### src/rtl/are_pkg.sv
// Package: shared types and constants for the adaptive range encoder.
package are_pkg;
  localparam int unsigned NumEntries = 257;
  localparam int unsigned IdxW = 9;
  localparam int unsigned CntW = 17;
  localparam logic [31:0] HalfLimit = 32'h0001_0000;
  localparam logic [7:0] MaxSym = 8'(NumEntries - 2);

  localparam logic ActEncode = 1'b0;
  localparam logic ActFinish = 1'b1;

  typedef struct packed {
    logic       action;
    logic [7:0] symbol;
  } in_item_t;

  typedef struct packed {
    logic [7:0] code_byte;
    logic       last;
    logic       stream_end;
  } out_item_t;
endpackage

### src/rtl/are_front.sv
// Front end: accepts requests, saturates symbols, drops items after finish, queues them.
module are_front import are_pkg::*; (
  input  logic     clk,
  input  logic     rst,
  input  logic     in_valid,
  output logic     in_ready,
  input  in_item_t in_data,
  output logic     q_valid,
  input  logic     q_ready,
  output in_item_t q_data
);
  in_item_t   mem [2];
  logic [1:0] count;
  logic       wr_ptr, rd_ptr, done;
  logic       push, pop;
  in_item_t   item;

  assign in_ready = (count != 2'd2);
  assign q_valid  = (count != 2'd0);
  assign q_data   = mem[rd_ptr];
  assign pop      = q_valid && q_ready;
  assign push     = in_valid && in_ready && !done;

  always_comb begin
    item = in_data;
    if (in_data.symbol > MaxSym) item.symbol = MaxSym;
  end

  always_ff @(posedge clk) begin
    if (push) mem[wr_ptr] <= item;
    if (rst) begin
      count <= '0; wr_ptr <= 1'b0; rd_ptr <= 1'b0; done <= 1'b0;
    end else begin
      if (push) wr_ptr <= ~wr_ptr;
      if (pop) rd_ptr <= ~rd_ptr;
      count <= count + 2'(push) - 2'(pop);
      if (in_valid && in_ready && in_data.action == ActFinish) done <= 1'b1;
    end
  end

  assert property (@(posedge clk) disable iff (rst) count <= 2'd2)
    else $error("queue overflow");
  assert property (@(posedge clk) disable iff (rst) (count == 2'd0) |-> !pop)
    else $error("pop from empty queue");
  assert property (@(posedge clk) disable iff (rst) $past(done) |-> !push)
    else $error("item queued after finish");
endmodule

### config.mk
export PLATFORM = sky130hd
export DESIGN_NAME = are_front
export DESIGN_NICKNAME = d
export VERILOG_FILES = /design/src/rtl/are_pkg.sv /design/src/rtl/are_front.sv
export SDC_FILE = /design/constraint.sdc
export NUM_CORES = 1
export LEC_CHECK = 0
export BUFFER_PORTS_ARGS = -buffer_cell sky130_fd_sc_hd__buf_2
export CAP_MARGIN = 20
export CELL_PAD_IN_SITES_DETAIL_PLACEMENT = 0
export CELL_PAD_IN_SITES_GLOBAL_PLACEMENT = 1
export CORE_ASPECT_RATIO = 0.75
export CORE_UTILIZATION = 40
export CTS_CLUSTER_DIAMETER = 80
export CTS_CLUSTER_SIZE = 24
export DETAILED_ROUTE_END_ITERATION = 7
export MAX_ROUTING_LAYER = met4
export PLACE_DENSITY_LB_ADDON = 0.25
export SLEW_MARGIN = 20
export SYNTH_ARGS = -nofsm -noshare
export SYNTH_HDL_FRONTEND = slang
export SYNTH_SLANG_ARGS = --single-unit
### constraint.sdc
create_clock -name clk -period 2.7 [get_ports clk]
set_input_delay 0.27 -clock clk [delete_from_list [all_inputs] [get_ports clk]]
set_output_delay 0.27 -clock clk [all_outputs]
set_load 0.01 [all_outputs]
* Word-level counts from Yosys, hierarchy flattened
Memory sizes are Yosys's and may differ from the RTL's. A register that Yosys moved wholly into a read port is not among the register bits.
Cells that the tools add are included.
** Word-level totals
- Flip-flop bits (word level) :: 5
- Bits in writable memories :: 18
- Input bits :: 13
- Output and inout bits :: 11
- Word-level logic and storage cells :: 22
- Memories :: 1
** Memory list
- mem :: depth 2, bits a word 9, read ports 1, clocked after memory_dff 1, wr ports 1, line are_front.sv:12 : in_item_t mem [2];
** Cells by class
- Add/subtract/negate cells :: 2
- $lt $le $gt $ge :: 1
- Equality and inequality tests :: 1
- Muxes and demuxes :: 5
- Bitwise logic cells :: 2
- Reductions and logical operators :: 6
** Operators by type and width (number)
- 8-bit greater-than comparator, second input constant :: 1
- 8-bit two-way mux :: 1
- 1-bit logical AND :: 4
- 1-bit two-way mux :: 4
- 2-bit by 1-bit adder with 2-bit output :: 1
- 2-bit != test, second input constant :: 1
- 1-bit NOT :: 2
- 2-bit nonzero test :: 1
- 2-bit by 1-bit subtractor with 2-bit output :: 1
- 1-bit zero test :: 1

* Longest topological paths before layout
- Word-level depth :: 5
- Depth in mapped cells :: 6
- Gate-level depth less buffers :: 6

* Worst setup path after synthesis
Ideal clock, no wire load.
- Path kind :: reg-to-reg
- Start point :: register count[0]
- End point :: memory mem[0][0] (netlist bit) (enable)
- Setup time :: 0.375 ns
- Data arrival time :: 1.117 ns
- Required time :: 2.325 ns
- Setup slack :: 1.208 ns
- Stages on the path, launching flop included :: 4
- Buffers on the path :: 0
- Period minus slack after synthesis :: 1.492 ns
- Cell sequence :: dfxtp_1 inv_1 a21oi_2 nor2b_1
** Between the ends
- Longest elaborated chain between the ends :: 5
** Ends and longest elaborated chain
- from (decl) :: line are_front.sv:13 : logic [1:0] count;
- from (signal assigned) :: line are_front.sv:36 : count <= count + 2'(push) - 2'(pop);
- 2-bit != test :: line are_front.sv:18 : assign in_ready = (count != 2'd2);
- 1-bit logical AND (2 in series) :: line are_front.sv:22 : assign push = in_valid && in_ready && !done;
- 1-bit two-way mux :: line are_front.sv:30 : if (push) mem[wr_ptr] <= item;
- 1-bit two-way mux (implied by the code) :: line are_front.sv:30
- to (decl) :: line are_front.sv:12
No other way between the ends.

* Final worst setup path
- Start point :: register count[0]
- End point :: memory mem[0][4] (netlist bit) (enable)
Same word-level chain as after synthesis.

==> flow_metrics.py <==
metrics = {
    "clock_network": {
        "cts.sinks": 24,
        "cts_hold_buf": 0,
        "path_clk_slew_ns": 0.12,
        "clock_path_buffers": 2,
        "post_cts_buffers": 0,
        "cts_tree": "done",
        "cts_root_buf": "clkbuf_4",
        "clk_latency_ns": 0.31,
        "cts_buffers": 3,
        "ctsResizeCount": 0,
        "ctsHtreeMaxLevel": 1,
    },
    "finish": {
        "layout_common_cells": "buf_2 (23), edfxtp_1 (18), mux2_2 (6), dfxtp_1 (6), nor2_1 (5)",
        "fin_nets": 99,
        "n_antenna_cell": 0,
        "drive_gt1_frac": 0.440,
        "final_common_cell": "buf_2",
        "area_growth_syn_to_layout_pct": 18.8,
        "n_fill_cell": 185,
    },
    "floorplanning": {
        "die_w_um": 57.9,
        "dieArea_um2": 2540,
        "std_cell_rows": 14,
        "die_h_um": 43.9,
        "core_um2": 2100,
        "boundaryPins": 24,
        "initial_core_util": 0.446,
    },
    "synth": {
        "synth_fp_nets": 72,
        "ys_warn_count": 0,
        "synth_top_cell_by_area": "edfxtp_1",
        "syn_avg_cell_area_um2": 16.2,
        "yosysSeqAreaShare": 0.705,
        "yosys-top-cells-area": "edfxtp_1 (58%), dfxtp_1 (13%), mux2_2 (7.2%), mux2_1 (4.8%), nor2b_1 (2.7%)",
        "synthesis.area_um2": 937,
        "ys_ff_latch": 24,
        "synth_top_area_frac": 0.577,
        "synth_cell_types": 20,
        "synthCells": 58,
    },
    "critical_path": {
        "crit_family": "simple AND/OR/NAND/NOR gates",
        "max_stage_delay_ns": 0.68,
        "cp_data_required_time_ns": 2.65,
        "arrival_ns": 1.72,
        "cp-end-kind": "flip-flop",
        "path_class": "reg -> reg",
        "crit_fanout": 9,
        "path_cells": "inv_1 > a21oi_2 > nor2b_1",
        "startpoint_type": "flip-flop",
        "crit_slowest_cell": "nor2b_1",
        "cp_num_buf_inv": 1,
    },
    "detailed_routing": {
        "vias": 507,
        "post-route-drc-count": 3,
        "routed_wl_um": 1330,
        "vias_per_cell": 4.69,
        "drt-wirelength-per-cell_um": 12.3,
        "final_antenna_net_count": 0,
        "first_iter_violations": 10,
        "firstDrtPassIters": 5,
    },
    "pwr": {
        "switching_share": 0.284,
        "p_total_w": 0.000946,
        "power.switching_w": 0.000268,
        "pwr-share-seq": 0.538,
        "power_leakage_nw": 0.429,
        "p_per_area_nw_per_um2": 849,
        "p_clk_frac": 0.191,
        "combPwrFrac": 0.270,
        "max-vdd-ir-drop_mv": 0.356,
        "cell_internal_pwr_w": 0.000677,
    },
    "sta": {
        "fin_setup_tns_ns": 0,
        "rsz0062_at_grt": "false",
        "worst_pin_slew_ns": 0.804,
        "slew_violations": 0,
        "fin_crit_sh": 0.656,
        "relSlewSlack": 0.463,
        "finalSetupViolCount": 0,
        "clock_skew_ns": 0.00372,
        "hold_viol_final": 0,
        "fmax_mhz": 564,
        "min_period_ns": 1.77,
    },
    "global_route": {
        "grt_max_degree": 14,
        "grt_pass1_vias": 501,
        "grt_pass1_wl_um": 2300,
        "grt_antenna_before_repair": 0,
        "grt-ovfl-total": 0,
        "grt.total_usage": 0.134,
    },
    "flow_run": {
        "drv_cap": 0,
    },
    "run_status": {
        "violations": "DRC",
        "status": "finished, violations left",
    },
    "hold_path": {
        "hp-class": "in -> reg",
    },
    "placement": {
        "place_congestion": 0.693,
        "io_buffer_count": 23,
    },
}
stage by stage:
stage	utilization	cell area [um2]	hold slack [ns]	std cells	worst slack [ns]
global placement	0.513	1080	0.451	104	1.02
detailed placement	0.513	1080	0.462	104	0.917
floorplan	-	937	0.342	58	1.21
finish	0.530	1110	0.144	108	0.927
global route	0.530	1110	0.107	108	0.747
CTS	0.530	1110	0.124	108	0.900
flip-flops by register name (all words and copies together), names as in the netlist, named ones only:
signal / flops
mem: 18
count: 2
done: 1
rd_ptr: 1
wr_ptr: 1
area by class of cell:
cell class / count / area (um2) / area share
Multi-Input combinational cell: 32 / 268 / 0.240
Clock buffer: 4 / 36.3 / 0.0326
Inverter: 1 / 3.75 / 0.00337
Sequential cell: 24 / 661 / 0.593
Timing Repair Buffer: 23 / 115 / 0.103
Tap cell: 24 / 30.0 / 0.0270
worst paths after layout:
kind                    from   endpoint  slack (ns)  cells past startpoint
setup / recovery    count[0]  mem[0][4]        0.93                      3
setup reg to reg    count[0]  mem[0][4]        0.93                      3
hold reg to reg         done       done        0.50                      2
hold / removal    in_data[1]  mem[0][1]        0.14                      1
power groups by stage:
stage / registers [W] / clock network (W) / logic, W
final: 0.000509 / 0.000181 / 0.000256
after detailed placement: 0.000520 / 0 / 0.000258
after CTS: 0.000511 / 0.000192 / 0.000260
after floorplan: 0.000494 / 0 / 0.000194
after global placement: 0.000516 / 0 / 0.000258
after global routing: 0.000518 / 0.000208 / 0.000287
metal layers:
layer / routed length (um) / part of all wire / vias to the layer above / GRT usage
li1: - / - / 264 / -
met1: 676 / 0.51 / 223 / 0.162
met2: 545 / 0.41 / 18 / 0.198
met3: 98 / 0.074 / 2 / 0.0657
met4: 6 / 0.0045 / 0 / 0.0429
met5: 0 / 0 / - / -
worst register-to-register path, delay by kind of cell, from the launching register on:
| kind | cells | cell delay, ns |
|---|---|---|
| AO/OA/AOI/OAI | 1 | 0.23 |
| buffers and inverters | 1 | 0.10 |
| flip-flops | 1 | 0.40 |
| AND/OR/NAND/NOR | 1 | 0.68 |
kinds of logic (layout without fill, tap and decap cells):
family,after synthesis,count (layout),share of synthesized area
buffers and inverters,2,28,0.00934
xor gates and xnor gates,3,3,0.0361
muxes,10,10,0.120
AOI/OAI and AO/OA,4,4,0.0307
adders and majority gates,1,1,0.0133
and+or+nand+nor,14,14,0.0855
DFF,24,24,0.705
synth_stat cells, drive strengths merged:
master and count:
edfxtp 18, mux2 10, dfxtp 6, nor2 5
nor2b 4, nand2 2, xnor2 2, a21oi 1
a31oi 1, a32oi 1, and2 1, buf 1
ha 1, inv 1, nand2b 1, o21ai 1
or2 1, xor2 1
No activity file was read; power rests on OpenSTA's default activity.
